### src/design/amrr_pkg.sv
`timescale 1ns / 1ps
// Shared types, constants and codes for the AMRR transmit rate adapter.
// No dependencies; used by every design file of the block.
package amrr_pkg;

    // Sizes of the node table and its fields
    localparam int NODE_COUNT = 16;
    localparam int NODE_BITS  = $clog2(NODE_COUNT);
    localparam int MAX_RATES  = 16;
    localparam int RATE_BITS  = $clog2(MAX_RATES);
    localparam int COUNT_BITS = 16;
    localparam int SUCC_BITS  = 8;
    localparam int THR_BITS   = 8;
    localparam int RCNT_BITS  = 5;
    localparam int STG_BITS   = 3;

    // Rule constants
    localparam int ENOUGH_TRIES  = 10;
    localparam int SUCCESS_DIV   = 10;
    localparam int FAILURE_DIV   = 3;
    localparam int THRESH_GROWTH = 2;
    localparam int PROD_BITS     = COUNT_BITS + 4;

    // Item opcodes
    localparam logic [1:0] OP_COMPLETE = 2'd0;
    localparam logic [1:0] OP_TICK     = 2'd1;
    localparam logic [1:0] OP_RESTART  = 2'd2;

    // Configuration register indexes
    localparam int CFG_IDX_BITS = 2;
    localparam logic [CFG_IDX_BITS-1:0] CFG_RATE_COUNT = 2'd0;
    localparam logic [CFG_IDX_BITS-1:0] CFG_THR_FLOOR  = 2'd1;
    localparam logic [CFG_IDX_BITS-1:0] CFG_THR_CEIL   = 2'd2;

    // Stream widths
    localparam int IN_DATA_BITS  = 16;
    localparam int OUT_DATA_BITS = 16;

    // One node entry of the state memory
    typedef struct packed {
        logic [THR_BITS-1:0]   threshold;
        logic                  recovering;
        logic [SUCC_BITS-1:0]  success;
        logic [COUNT_BITS-1:0] second;
        logic [COUNT_BITS-1:0] first;
        logic [RATE_BITS-1:0]  rate;
    } t_entry;

    localparam t_entry ENTRY_RESET = '{
        threshold:  THR_BITS'(1),
        recovering: 1'b0,
        success:    '0,
        second:     '0,
        first:      '0,
        rate:       '0
    };

    // One accepted input item
    typedef struct packed {
        logic [RATE_BITS-1:0] start;
        logic [STG_BITS-1:0]  stages;
        logic [NODE_BITS-1:0] node;
        logic [1:0]           opcode;
    } t_item;

    // Configuration registers as seen by the update logic
    typedef struct packed {
        logic [RCNT_BITS-1:0] rate_count;
        logic [THR_BITS-1:0]  thr_floor;
        logic [THR_BITS-1:0]  thr_ceil;
    } t_cfg;

endpackage

### src/design/amrr_update.sv
`timescale 1ns / 1ps
// Next-entry logic of the AMRR rate adapter: counting, tick rule, restart.
// Depends on amrr_pkg.
module amrr_next_entry (
    input  amrr_pkg::t_item  i_item,
    input  amrr_pkg::t_entry i_entry,
    input  amrr_pkg::t_cfg   i_cfg,
    output amrr_pkg::t_entry o_entry,
    output logic             o_changed
);

    logic [amrr_pkg::RATE_BITS-1:0]  top_rate;
    logic [amrr_pkg::PROD_BITS-1:0]  succ_bound;
    logic [amrr_pkg::PROD_BITS-1:0]  fail_bound;
    logic [amrr_pkg::PROD_BITS-1:0]  first_ext;
    logic                            enough;
    logic                            succ_hit;
    logic                            fail_hit;
    logic [amrr_pkg::SUCC_BITS-1:0]  succ_inc;
    logic [amrr_pkg::THR_BITS:0]     thr_dbl;
    logic [amrr_pkg::THR_BITS-1:0]   thr_grown;

    // Highest usable rate index from the rate count register
    always_comb begin
        if (i_cfg.rate_count == '0) begin
            top_rate = '0;
        end else if (i_cfg.rate_count >= amrr_pkg::RCNT_BITS'(amrr_pkg::MAX_RATES)) begin
            top_rate = amrr_pkg::RATE_BITS'(amrr_pkg::MAX_RATES - 1);
        end else begin
            top_rate = amrr_pkg::RATE_BITS'(i_cfg.rate_count - 1'b1);
        end
    end

    // Division-free forms of the success and failure tests:
    // second < first/10  <=>  10*(second+1) <= first
    // second > first/3   <=>  first < 3*second
    assign first_ext  = amrr_pkg::PROD_BITS'(i_entry.first);
    assign succ_bound = (amrr_pkg::PROD_BITS'(i_entry.second) + 1'b1)
                        * amrr_pkg::PROD_BITS'(amrr_pkg::SUCCESS_DIV);
    assign fail_bound = amrr_pkg::PROD_BITS'(i_entry.second)
                        * amrr_pkg::PROD_BITS'(amrr_pkg::FAILURE_DIV);
    assign enough   = i_entry.first > amrr_pkg::COUNT_BITS'(amrr_pkg::ENOUGH_TRIES);
    assign succ_hit = enough && (succ_bound <= first_ext);
    assign fail_hit = first_ext < fail_bound;

    // Saturating success count and capped threshold growth
    assign succ_inc  = (&i_entry.success) ? i_entry.success : i_entry.success + 1'b1;
    assign thr_dbl   = (amrr_pkg::THR_BITS+1)'(i_entry.threshold)
                       * (amrr_pkg::THR_BITS+1)'(amrr_pkg::THRESH_GROWTH);
    assign thr_grown = (thr_dbl < {1'b0, i_cfg.thr_ceil}) ?
                       amrr_pkg::THR_BITS'(thr_dbl) : i_cfg.thr_ceil;

    // Apply the item to the entry
    always_comb begin
        o_entry   = i_entry;
        o_changed = 1'b0;
        unique case (i_item.opcode)
            amrr_pkg::OP_COMPLETE: begin
                if (i_item.stages >= amrr_pkg::STG_BITS'(1) && !(&i_entry.first)) begin
                    o_entry.first = i_entry.first + 1'b1;
                end
                if (i_item.stages >= amrr_pkg::STG_BITS'(2) && !(&i_entry.second)) begin
                    o_entry.second = i_entry.second + 1'b1;
                end
            end
            amrr_pkg::OP_TICK: begin
                if (succ_hit) begin
                    o_entry.success = succ_inc;
                    if (succ_inc == i_entry.threshold && i_entry.rate < top_rate) begin
                        o_entry.recovering = 1'b1;
                        o_entry.rate       = i_entry.rate + 1'b1;
                    end else begin
                        o_entry.recovering = 1'b0;
                    end
                end else if (fail_hit) begin
                    o_entry.success    = '0;
                    o_entry.recovering = 1'b0;
                    if (i_entry.rate != '0) begin
                        o_entry.threshold = i_entry.recovering ? thr_grown : i_cfg.thr_floor;
                        o_entry.rate      = i_entry.rate - 1'b1;
                    end
                end
                // Clear counters after a full period or a rate move
                if (enough || o_entry.rate != i_entry.rate) begin
                    o_entry.first  = '0;
                    o_entry.second = '0;
                end
                if (o_entry.rate != i_entry.rate) begin
                    o_entry.success = '0;
                    o_changed       = 1'b1;
                end
            end
            amrr_pkg::OP_RESTART: begin
                o_entry.rate       = (i_item.start > top_rate) ? top_rate : i_item.start;
                o_entry.first      = '0;
                o_entry.second     = '0;
                o_entry.success    = '0;
                o_entry.recovering = 1'b0;
                o_entry.threshold  = i_cfg.thr_floor;
                o_changed          = 1'b1;
            end
            default: begin
                o_entry = i_entry;
            end
        endcase
    end

endmodule

### src/design/amrr_tx_rate_adapter.sv
`timescale 1ns / 1ps
// Top level of the AMRR transmit rate adapter: node state memory, control, ports.
// Depends on amrr_pkg and amrr_next_entry.

// Keeps AMRR rate-control state for each peer node in a single-port state
// memory and returns one result beat (node, current rate, rate-changed flag)
// for every input beat. Each item first reads the node's entry from the
// memory (registered read), then updates it and writes it back while
// loading the output register. The next item is accepted in the cycle after
// the write-back, so a new item is never taken before the last one is
// written back; a full output register holds the update cycle.
// Entries never written read as the reset values (per-node valid bits), so
// no clearing pass is needed after reset. Configuration writes are always
// taken and must only be issued while the block is idle.
module amrr_tx_rate_adapter (
    input  logic                                   i_clk,
    input  logic                                   i_rst_n,
    // Input stream; tdata from bit 0: node_index[3:0], stages_tried[6:4],
    // start_rate[10:7], zero fill
    input  logic                                   i_s_tvalid,
    output logic                                   o_s_tready,
    input  logic [amrr_pkg::IN_DATA_BITS-1:0]      i_s_tdata,
    // tuser: opcode[1:0]
    input  logic [1:0]                             i_s_tuser,
    // Result stream; tdata from bit 0: node_out[3:0], tx_rate[7:4],
    // rate_changed[8], zero fill
    output logic                                   o_m_tvalid,
    input  logic                                   i_m_tready,
    output logic [amrr_pkg::OUT_DATA_BITS-1:0]     o_m_tdata,
    // Configuration writes
    input  logic                                   i_cfg_valid,
    output logic                                   o_cfg_ready,
    input  logic [amrr_pkg::CFG_IDX_BITS-1:0]      i_cfg_index,
    input  logic [7:0]                             i_cfg_data
);

    localparam logic ST_IDLE = 1'b0;
    localparam logic ST_EXEC = 1'b1;

    logic                                r_state;
    logic                                n_state;
    amrr_pkg::t_item                     r_item;
    amrr_pkg::t_entry                    r_rd_data;
    logic                                r_rd_valid;
    logic [amrr_pkg::NODE_COUNT-1:0]     r_valid;
    amrr_pkg::t_entry                    r_mem [amrr_pkg::NODE_COUNT];
    amrr_pkg::t_cfg                      r_cfg;
    logic                                r_out_valid;
    logic [amrr_pkg::OUT_DATA_BITS-1:0]  r_out_data;

    amrr_pkg::t_item                     in_item;
    amrr_pkg::t_entry                    cur_entry;
    amrr_pkg::t_entry                    upd_entry;
    logic                                upd_changed;
    logic                                s_fire;
    logic                                commit;

    // Unpack the input beat
    assign in_item.opcode = i_s_tuser;
    assign in_item.node   = i_s_tdata[amrr_pkg::NODE_BITS-1:0];
    assign in_item.stages = i_s_tdata[amrr_pkg::NODE_BITS +: amrr_pkg::STG_BITS];
    assign in_item.start  = i_s_tdata[amrr_pkg::NODE_BITS + amrr_pkg::STG_BITS +:
                                      amrr_pkg::RATE_BITS];

    assign o_s_tready  = (r_state == ST_IDLE);
    assign s_fire      = i_s_tvalid && o_s_tready;
    assign commit      = (r_state == ST_EXEC) && (!r_out_valid || i_m_tready);
    assign o_cfg_ready = 1'b1;

    // Never-written entries read as reset values
    assign cur_entry = r_rd_valid ? r_rd_data : amrr_pkg::ENTRY_RESET;

    amrr_next_entry u_update (
        .i_item    (r_item),
        .i_entry   (cur_entry),
        .i_cfg     (r_cfg),
        .o_entry   (upd_entry),
        .o_changed (upd_changed)
    );

    // Sequence read then update
    always_comb begin
        n_state = r_state;
        unique case (r_state)
            ST_IDLE: if (s_fire) n_state = ST_EXEC;
            ST_EXEC: if (commit) n_state = ST_IDLE;
            default: n_state = ST_IDLE;
        endcase
    end

    always_ff @(posedge i_clk) begin
        if (!i_rst_n) begin
            r_state <= ST_IDLE;
        end else begin
            r_state <= n_state;
        end
    end

    // State memory: read on accept, write back on commit
    always_ff @(posedge i_clk) begin
        if (s_fire) begin
            r_item    <= in_item;
            r_rd_data <= r_mem[in_item.node];
        end
        if (commit) begin
            r_mem[r_item.node] <= upd_entry;
        end
    end

    // Valid bits and the valid flag of the read
    always_ff @(posedge i_clk) begin
        if (!i_rst_n) begin
            r_valid    <= '0;
            r_rd_valid <= 1'b0;
        end else begin
            if (s_fire) begin
                r_rd_valid <= r_valid[in_item.node];
            end
            if (commit) begin
                r_valid[r_item.node] <= 1'b1;
            end
        end
    end

    // Configuration registers
    always_ff @(posedge i_clk) begin
        if (!i_rst_n) begin
            r_cfg.rate_count <= amrr_pkg::RCNT_BITS'(12);
            r_cfg.thr_floor  <= amrr_pkg::THR_BITS'(1);
            r_cfg.thr_ceil   <= amrr_pkg::THR_BITS'(10);
        end else if (i_cfg_valid && o_cfg_ready) begin
            unique case (i_cfg_index)
                amrr_pkg::CFG_RATE_COUNT:
                    r_cfg.rate_count <= i_cfg_data[amrr_pkg::RCNT_BITS-1:0];
                amrr_pkg::CFG_THR_FLOOR:  r_cfg.thr_floor <= i_cfg_data;
                amrr_pkg::CFG_THR_CEIL:   r_cfg.thr_ceil  <= i_cfg_data;
                default: r_cfg <= r_cfg;
            endcase
        end
    end

    // Output register
    always_ff @(posedge i_clk) begin
        if (!i_rst_n) begin
            r_out_valid <= 1'b0;
        end else if (commit) begin
            r_out_valid <= 1'b1;
        end else if (i_m_tready) begin
            r_out_valid <= 1'b0;
        end
    end

    always_ff @(posedge i_clk) begin
        if (commit) begin
            r_out_data <= amrr_pkg::OUT_DATA_BITS'({upd_changed, upd_entry.rate, r_item.node});
        end
    end

    assign o_m_tvalid = r_out_valid;
    assign o_m_tdata  = r_out_data;

endmodule

### config.mk
export PLATFORM = sky130hd
export DESIGN_NAME = amrr_tx_rate_adapter
export DESIGN_NICKNAME = d
export VERILOG_FILES = /design/src/design/amrr_pkg.sv /design/src/design/amrr_update.sv /design/src/design/amrr_tx_rate_adapter.sv
export SDC_FILE = /design/constraint.sdc
export NUM_CORES = 1
export LEC_CHECK = 0
export ABC_CLOCK_PERIOD_IN_PS = 18800
export BUFFER_PORTS_ARGS = -buffer_cell sky130_fd_sc_hd__buf_2
export CORE_UTILIZATION = 24
export DETAILED_ROUTE_END_ITERATION = 16
export SYNTH_ARGS = -nofsm -noshare
export SYNTH_HDL_FRONTEND = slang
export SYNTH_HIERARCHICAL = 1
export SYNTH_SLANG_ARGS = --single-unit
### constraint.sdc
create_clock -name i_clk -period 18.8 [get_ports i_clk]
set_clock_uncertainty 0.2 [all_clocks]
set_input_delay 1.88 -clock i_clk [delete_from_list [all_inputs] [get_ports i_clk]]
set_output_delay 1.88 -clock i_clk [all_outputs]
set_load 0.02 [all_outputs]
==> Yosys cells after proc, flatten, opt, wreduce, memory -nomap -nowiden <==
Memories as Yosys holds them, arrays and structs flattened. A register that Yosys moved wholly into a read port is not among the register bits.
Index checks and enable logic that the tools add are counted.
{ "op_classes": {"add_sub_neg": 7, "mul": 2, "n_lt_le_gt_ge": 12, "eq_ne": 6, "mux": 37, "bitwise_logic": 2, "n_reduce_logical": 23} }
{ "ops": {"columns": ["op", "n"], "rows": [
  ["case mux 32 bit (3 select lines)", 1],
  ["2-to-1 mux 53 bit", 1],
  ["2-to-1 mux 8 bit", 6],
  ["case mux 17 bit (2 select lines)", 1],
  ["adder 16 x 1 -> 16 bit (second input constant)", 2],
  ["2-to-1 mux 16 bit", 2],
  ["2-to-1 mux 32 bit", 1],
  ["2-to-1 mux 4 bit", 8],
  ["AND reduction 16 bit", 2],
  ["less-or-equal comparator 20 x 16 -> 1 bit", 1],
  ["multiplier 20 x 3 -> 19 bit (second input constant)", 1],
  ["less-than comparator 16 x 18 -> 1 bit", 1],
  ["multiplier 16 x 2 -> 18 bit (second input constant)", 1],
  ["adder 16 x 1 -> 17 bit (second input constant)", 1],
  ["2-to-1 mux 17 bit", 1],
  ["greater-than comparator 16 x 4 -> 1 bit (second input constant)", 1],
  ["bitwise OR 16 bit", 1],
  ["less-than comparator 4 x 5 -> 1 bit (second input constant)", 2],
  ["2-to-1 mux 1 bit", 10],
  ["less-than comparator 9 x 8 -> 1 bit", 1],
  ["2-to-1 mux 9 bit", 1],
  ["adder 8 x 1 -> 8 bit (second input constant)", 1],
  ["== test 8 bit", 1],
  ["case mux 4 bit (2 select lines)", 1],
  ["other kinds (24)", 40]
]} }
{ "word_totals": {"regBits": 62, "ram_bits": 848, "input_bits": 33, "out_inout_bits": 19, "word_cells": 102, "mem_count": 1} }
{ "mem_list": {"columns": ["name", "words", "word_bits", "read_ports", "rd_ports_with_merged_regs", "wr", "line_no", "rtl"], "rows": [
  ["r_mem", 16, 53, 1, 1, 1, "amrr_tx_rate_adapter.sv:46", "amrr_pkg::t_entry r_mem [amrr_pkg::NODE_COUNT];"]
]} }

==> Depth between registers and ports, before layout <==
Gate-level depths: netlist of the first run.
{ "depth": {"ltp_word": 12, "depth_mapped": 25, "ltp_nobuf": 23} }

==> Hierarchy <==
Netlist of the first run, hierarchy kept.
{ "modules_own_cells": {"columns": ["mod", "instances", "cells_per_inst", "area_each_um2", "seq_area_each_um2"], "rows": [
  ["amrr_tx_rate_adapter", 1, 1473, 36399.9, 28517.4],
  ["amrr_next_entry", 1, 712, 5102.4, 0.0]
]} }

==> Worst setup path before layout of the first run <==
No wires, ideal clock.
{ "synth_timing": {"path_kind": "in2reg", "start": "in i_m_tready", "end": "mem r_mem[0][0] (netlist name), enable pin", "setup_ns": 0.598, "t_arrival_ns": 7.312, "t_required_ns": 18.002, "path_slack_ns": 10.690, "stages": 3, "path_buffers": 0, "cell_sequence": "nand2b_1 -> nand2_1 -> nor4_1"} }
{ "synth_between": {"elab_chain_cells": 4} }
{ "synth_lines": {"columns": ["element", "line_no", "rtl"], "rows": [
  ["start, declared", "amrr_tx_rate_adapter.sv:28", "input logic i_m_tready,"],
  ["logical OR 1 bit", "amrr_tx_rate_adapter.sv:67", "assign commit = (r_state == ST_EXEC) && (!r_out_valid || i_m_tready);"],
  ["logical AND 1 bit", "amrr_tx_rate_adapter.sv:67", null],
  ["2-to-1 mux 1 bit", "amrr_tx_rate_adapter.sv:105", "if (commit) begin"],
  ["2-to-1 mux 1 bit (implied by the code)", "amrr_tx_rate_adapter.sv:106", "r_mem[r_item.node] <= upd_entry;"],
  ["end, declared", "amrr_tx_rate_adapter.sv:46", null]
]} }
Every way passes these cells.

==> results of run 1 <==
==> kinds of logic after synthesis <==
group                    synth area share, %
flip-flops                              68.7
AND/OR/NAND/NOR                         4.44
multiplexers                            15.8
AO/OA/AOI/OAI                           4.80
buffers and inverters                   2.08
adder cells (fa/ha/maj)                 3.11
XOR/XNOR                                1.03
other                                 0.0181
==> critical path, cell delays in order, from the launching register on <==
cell and delay, ns:
dfxtp_2 0.48, buf_4 0.44, and2_1 0.43, ha_1 0.50, nand3_1 0.20, nor2_1 0.26, nand2_1 0.16, xnor2_1 0.30
ha_1 0.29, ha_1 0.37, nand2_1 0.10, o21ai_0 0.34, a21oi_1 0.10, xnor2_1 0.20, ha_1 0.27, a21o_1 0.18
a21o_1 0.16, a21oi_1 0.18, nor4b_1 0.27, a211o_1 0.21, nand4_1 0.34, nor3_1 0.82, o21ai_1 0.15, a21oi_1 1.00
==> through the flow <==
step	power [mW]	hold WS [ns]
2_1_floorplan	2.65	0.233
3_3_place_gp	2.73	0.238
3_5_place_dp	2.74	0.249
4_1_cts	4.70	0.263
5_1_grt	4.81	0.277
6_report	4.66	0.264
==> Yosys cell counts, drive strengths merged (22+ instances only) <==
cell    instances
a21oi          58
clkbuf         43
and2           54
nor3           29
nor2           53
inv            54
xnor2          35
nand3          25
dfxtp          40
o21ai          57
mux4          267
edfxtp        923
ha            100
nand2b         22
buf            52
o21a           23
nor2b          30
nand2          68
a21o           27
mux2i          33
==> cell type report <==
cell class | instances | area share (%)
Antenna cell | 1 | 0.00524
Clock buffer | 130 | 5.47
Clock inverter | 51 | 1.37
Inverter | 55 | 0.432
Multi-Input combinational cell | 1078 | 25.7
Sequential cell | 963 | 59.7
Tap cell | 2310 | 6.05
Timing Repair Buffer | 87 | 1.25
==> flip-flops by register name, indices dropped and copies added, names as in the netlist <==
name,count
r_rd_valid,1
r_rd_data,53
r_valid,16
r_item,13
r_mem,848
r_state,1
o_m_tvalid,1
r_cfg,21
o_m_tdata,9
==> routing by layer <==
metal / global-route usage, % / vias up / share of wire, %
met4: 2.24 / 2 / 1.7
met1: 14.6 / 11000 / 45
met2: 17.3 / 551 / 48
li1: - / 9207 / -
met5: 0 / - / 0.0075
met3: 1.79 / 121 / 5.4
==> worst max path at each step <==
| stage | to | slack (ns) | depth (start not counted) |
|---|---|---|---|
| 2_1_floorplan | r_mem[0][0] | 10.69 | 3 |
| 3_3_place_gp | r_mem[14][40] | 10.59 | 23 |
| 3_5_place_dp | r_mem[11][40] | 10.45 | 23 |
| 4_1_cts | r_mem[5][40] | 10.45 | 23 |
| 5_1_grt | r_mem[0][42] | 9.73 | 23 |
| 6_report | r_mem[9][43] | 10.45 | 23 |
==> report_power, final <==
part,switching [mW],internal (mW),total [mW]
Sequential,0.0116,2.38,2.39
Combinational,0.183,0.117,0.300
Clock,0.828,1.14,1.97
==> results.md, run 1 <==
* # setup viols final at 0
* Fin cells at 4675
* Register area share after synthesis at 68.7%
* Final-report max-slew violation count at 0
* FF/Latch Area at 28500 µm²
* Critical path fanouts, max at 40
* RSZ-0062 raised after global routing: false
* CTS tree: done
* Main synth FF type: edfxtp_1
* Largest net degree at the start of global routing at 133
* Longest Clk Path Bufs at 3
* CTS buffer count at 100
* R2R setup slack at 10.45 ns
* Fill count at 16900
* Synth-to-layout area growth at 15.1%
* Hold Path Depth at 1
* R2R Path End: r_mem[9][43]
* Syn Area/Cell at 19.0 µm²
* Synth top area cells: edfxtp_1, mux4_2, mux4_1
* Crit path kind: flop to flop
* Crit path launch: r_rd_valid
* Design Area, Final at 47800 µm²
* GRT Util Overall at 10.5%
* Post-synth ARST share at 0%
* Critical Path Sink Type: flop
* Reg clk slew, reported paths at 0.06 ns
* Global-route wire length before repair at 139000 µm
* Most frequent cells in the layout: edfxtp_1, mux4_2, clkbuf_16, ha_1, nand2_1
* Final layout net count at 2420
* Worst R2R Start: r_rd_valid
* Largest area contributor in the netlist: edfxtp_1
* Worst slew margin relative to its limit at 17.3%
* Post-synth cell types at 90
* CTS Sinks at 963
* DRC viols at 0
* Vias per Instance at 4.47
* Post-Route Setup TNS at 0 ns
* #FFs+latches synth at 963
* Wire length per cell at 20.0 µm
* R2r worst-path depth at 23
* Cells after Synth at 2185
* Setup slack after layout at 10.45 ns
* DR pass1 iterations at 8
* Most common cell after layout, fill and taps aside: edfxtp_1
* Die Span Y at 418 µm
* Vias in the first global route at 21100
* Worst VDD drop at 74.5 µV
* Number of synthesized flops with an enable pin at 923
* Hold_sp: r_valid[2]
* Routability Congestion at 0.852
* Die width at 418 µm
* Dpl hpwl at 52300 µm
* Post-cts resize count at 0
* Slew @ Worst Pin at 1.24 ns
* Final design utilization at 27.8%
* Fin crit share at 44.4%
* FMAX at 120 MHz
* Synth warnings at 6
* Final Hold Fails at 0
* Final antenna-violating net count at 0
* Worst Hold Class: flop to flop
* Sink of the worst hold path: r_valid[2]
* Cell Area, Synth at 41500 µm²
* Startpoint Class: flop
* WP data arrival at 8.45 ns
* H-tree Lvls at 3
* Multi-input logic area at 12300 µm²
* Postcts setup bufs at 0
* Static Leak at 15.9 nW
* Final critical-path required period at 8.35 ns
* CORE AREA at 172000 µm²
* Clock root buffer: clkbuf_16
* Worst skew pair latency at 0.68 ns
* DP Worst Slack at 10.45 ns
* Row count at 152
* Worst EP required at 18.90 ns
* Die area at 175000 µm²
* Status: finished clean
* WL final at 93600 µm
* # hold bufs at CTS at 0
* PD cells at 97.5 nW/µm²
* Number of DRC markers in iteration 0 at 1887
* Initial antenna violation count at 4
* IO buf count at 38
* Yosys top cell area share at 66.8%
* Layout cells sized above 1 at 20.7%
* Via count at 20900
* Cell Area, Placed at 44500 µm²
* Grt ovf at 0
* Max Cap Viol at 0
* Inst Count DP at 4491
* Initial core utilization at 24.2%
* I/O Pins at 52
Power figures use the tool's default switching activity.
==> run 2, diff against run 1 <==
Settings changed: ABC_AREA set to 1, ABC_CLOCK_PERIOD_IN_PS 18800 to 7800.
Clock period 18.8 ns to 7.8 ns, I/O delays scaled along.
==> run 2 against run 1 <==
Compared with the run above:
- worst hold slack got worse by 0.19 ns
- clock power rose by 120%
- cell area rose by 3.1%
- critical endpoint is now r_mem[10][42]
- largest cell class unchanged
==> results.md, run 2 <==
* Routability Congestion at 0.889 (was 0.852)
* CORE AREA at 181000 µm² (was 172000 µm²)
* GRT Util Overall at 12.4% (was 10.5%)
* Crit path max-delay cell type: dfxtp_2 (was a21oi_1)
* Post-cts resize count at 0 (unchanged)
* Synth warnings at 6 (unchanged)
* Critical Path Sink Type: flop (unchanged)
* RSZ-0062 raised after global routing: false (unchanged)
* Synth top area cells: edfxtp_1, nor2_1, o21ai_0 (was edfxtp_1, mux4_2, mux4_1)
* Adder-Cell Fraction of Synth Area at 2.96% (was 3.11%)
* CTS buffer count at 89 (was 100)
* Hold WS at 0.0723 ns (was 0.264 ns)
* Cell Area, Synth at 43600 µm² (was 41500 µm²)
* Die width at 428 µm (was 418 µm)
* WP data arrival at 7.28 ns (was 8.45 ns)
* Post-synthesis xor/xnor area fraction at 0.904% (was 1.03%)
* Multi-input logic area at 13000 µm² (was 12300 µm²)
* Worst slew margin relative to its limit at 16.2% (was 17.3%)
* Static Leak at 17.5 nW (was 15.9 nW)
* Post-synth top cells: edfxtp_1, nor2_1, o21ai_0 (was edfxtp_1, mux4_2, ha_1)
* Max Cap Viol at 0 (unchanged)
* Startpoint Class: flop (unchanged)
* Reg with most FFs: r_mem (unchanged)
* Crit path kind: flop to flop (unchanged)
* FMAX at 144 MHz (was 120 MHz)
* Most common cell after layout, fill and taps aside: edfxtp_1 (unchanged)
* Worst EP required at 8.12 ns (was 18.90 ns)
* Yosys top cell area share at 63.6% (was 66.8%)
* Vias per Instance at 4.65 (was 4.47)
* Worst Hold Class: primary input to flop (was flop to flop)
* Fill count at 18500 (was 16900)
* Post-Route Setup TNS at 0 ns (unchanged)
* Dpl hpwl at 64100 µm (was 52300 µm)
* Most frequent cell after synthesis: edfxtp_1 (unchanged)
* Vias in the first global route at 28300 (was 21100)
* Row count at 156 (was 152)
* Status: finished clean (unchanged)
* Final layout net count at 4110 (was 2420)
* CTS Sinks at 963 (unchanged)
* PD cells at 230 nW/µm² (was 97.5 nW/µm²)
* Number of DRC markers in iteration 0 at 2736 (was 1887)
* Global-route wire length before repair at 176000 µm (was 139000 µm)
* Longest Clk Path Bufs at 3 (unchanged)
* Syn Area/Cell at 11.0 µm² (was 19.0 µm²)
* Die area at 183000 µm² (was 175000 µm²)
* Worst skew pair latency at 0.69 ns (was 0.68 ns)
* Largest area contributor in the netlist: edfxtp_1 (unchanged)
* Main combinational cell family by area after synthesis: simple AND/OR/NAND/NOR gates (was multiplexers)
* Largest regs: r_mem: 848 flops, r_rd_data: 53 flops, r_cfg: 21 flops (unchanged)
* Main synth FF type: edfxtp_1 (unchanged)
* Final-report max-slew violation count at 0 (unchanged)
* Die Span Y at 428 µm (was 418 µm)
* FF/Latch Area at 28500 µm² (unchanged)
* Max reg flops at 848 (unchanged)
* Wire length per cell at 18.3 µm (was 20.0 µm)
* Design Area, Final at 49300 µm² (was 47800 µm²)
* Worst VDD drop at 149 µV (was 74.5 µV)
* Diode count at 0 (was 1)
* Clock root buffer: clkbuf_16 (unchanged)
* Final design utilization at 27.3% (was 27.8%)
* # setup viols final at 0 (unchanged)
* Cell mode on critical path: nand2_1 (was ha_1)
* WL final at 117000 µm (was 93600 µm)
* Grt ovf at 0 (unchanged)
* Largest net degree at the start of global routing at 193 (was 133)
* CTS tree: done (unchanged)
* Fin crit share at 89.2% (was 44.4%)
* Initial antenna violation count at 0 (was 4)
* I/O Pins at 52 (unchanged)
* # hold bufs at CTS at 0 (unchanged)
* Number of synthesized flops with an enable pin at 923 (unchanged)
* Critical path fanouts, max at 24 (was 40)
* Post-synth cell types at 48 (was 90)
* Initial core utilization at 24.1% (was 24.2%)
* Via count at 29800 (was 20900)
* Cell Area, Placed at 46400 µm² (was 44500 µm²)
* Most frequent cells in the layout: edfxtp_1, nor2_1, o21ai_0 (was edfxtp_1, mux4_2, clkbuf_16, ha_1, nand2_1)
* IO buf count at 38 (unchanged)
* DRC viols at 0 (unchanged)
* Register area share after synthesis at 65.4% (was 68.7%)
* Post-synth ARST share at 0% (unchanged)
* Final critical-path required period at 6.96 ns (was 8.35 ns)
* Mux contribution to synthesized area at 0% (was 15.8%)
* Simple-Gate Fraction of Synth Area at 14.2% (was 4.44%)
* DR pass1 iterations at 6 (was 8)
* Cells after Synth at 3973 (was 2185)
* #FFs+latches synth at 963 (unchanged)
* Area fraction in compound gates after synthesis at 11.5% (was 4.80%)
* Synth-to-layout area growth at 13.0% (was 15.1%)
* H-tree Lvls at 3 (unchanged)
* Postcts setup bufs at 0 (unchanged)
* Slew @ Worst Pin at 1.25 ns (was 1.24 ns)
* Layout cells sized above 1 at 7.47% (was 20.7%)
* Worst path max stage delay at 0.67 ns (was 1.00 ns)
* Final Hold Fails at 0 (unchanged)
* Final antenna-violating net count at 0 (unchanged)
* Reg clk slew, reported paths at 0.07 ns (was 0.06 ns)
-- run 2: changes by cell type after synthesis, moves of 40 or more --
cell / change
o211ai_1: +206
nand3_1: +175
nand2_1: +344
mux4_2: -210
o21ai_0: +452
mux4_1: -57
inv_1: +187
buf_2: +51
clkbuf_1: +47
a21oi_1: +40
and2_1: -52
nor2_1: +770
-- run 2: path summary, 6_finish.rpt --
path / from / end / slack [ns] / depth (start not counted)
worst min-delay path: i_s_tdata[7] / r_item[9] / 0.07 / 1
worst max-delay path: r_rd_valid / r_mem[10][42] / 0.84 / 30
worst min register to register: r_valid[2] / r_valid[2] / 0.27 / 2
worst max register to register: r_rd_valid / r_mem[10][42] / 0.84 / 30
-- run 2: critical path: cells and delay by family, from the launching register on --
family                   cells  cell delay [ns]
flip-flops                   1             0.67
buffers and inverters        4             0.61
AO/OA/AOI/OAI                4             0.81
adder cells (fa/ha/maj)      4             1.15
XOR/XNOR                     2             0.46
AND/OR/NAND/NOR             16             2.85
-- run 2: logic make-up (layout without fill, tap and decap cells) --
family,after synthesis,after routing
and+or+nand+nor,1515,1515
xor gates and xnor gates,45,45
AOI/OAI and AO/OA,873,873
DFF,963,963
buffers and inverters,473,539
adders and majority gates,102,102
other,2,8
-- run 2: layout make-up --
cell class              count  share of cell area (%)
clock buffers             104                    4.76
clock inverters            57                    1.09
inverters                 249                    1.96
multi-input cells        2543                    26.4
flip-flops and latches    963                    57.9
well taps                2370                    6.02
repair buffers            129                    1.87
-- run 2: per-stage QoR --
step | setup slack [ns] | instances | power [mW]
finish | 0.843 | 6415 | 11.3
global route | 0.373 | 6415 | 11.7
CTS | 0.855 | 6415 | 11.4
detailed placement | 0.899 | 6254 | 7.09
global placement | 0.963 | 6254 | 7.08
floorplan | 2.12 | 3979 | 6.73
-- run 2: per-layer routing --
metal | global-route usage, % | routed length [µm] | vias up
li1 | - | - | 14100
met3 | 1.49 | 5990 | 161
met5 | 0 | 0 | -
met1 | 15.5 | 49100 | 14800
met2 | 21.8 | 58900 | 843
met4 | 4.45 | 3490 | 0
-- run 2: power by group --
group / switching [mW] / internal, mW
Clock: 1.92 / 2.43
Sequential: 0.0296 / 5.81
Combinational: 0.839 / 0.309
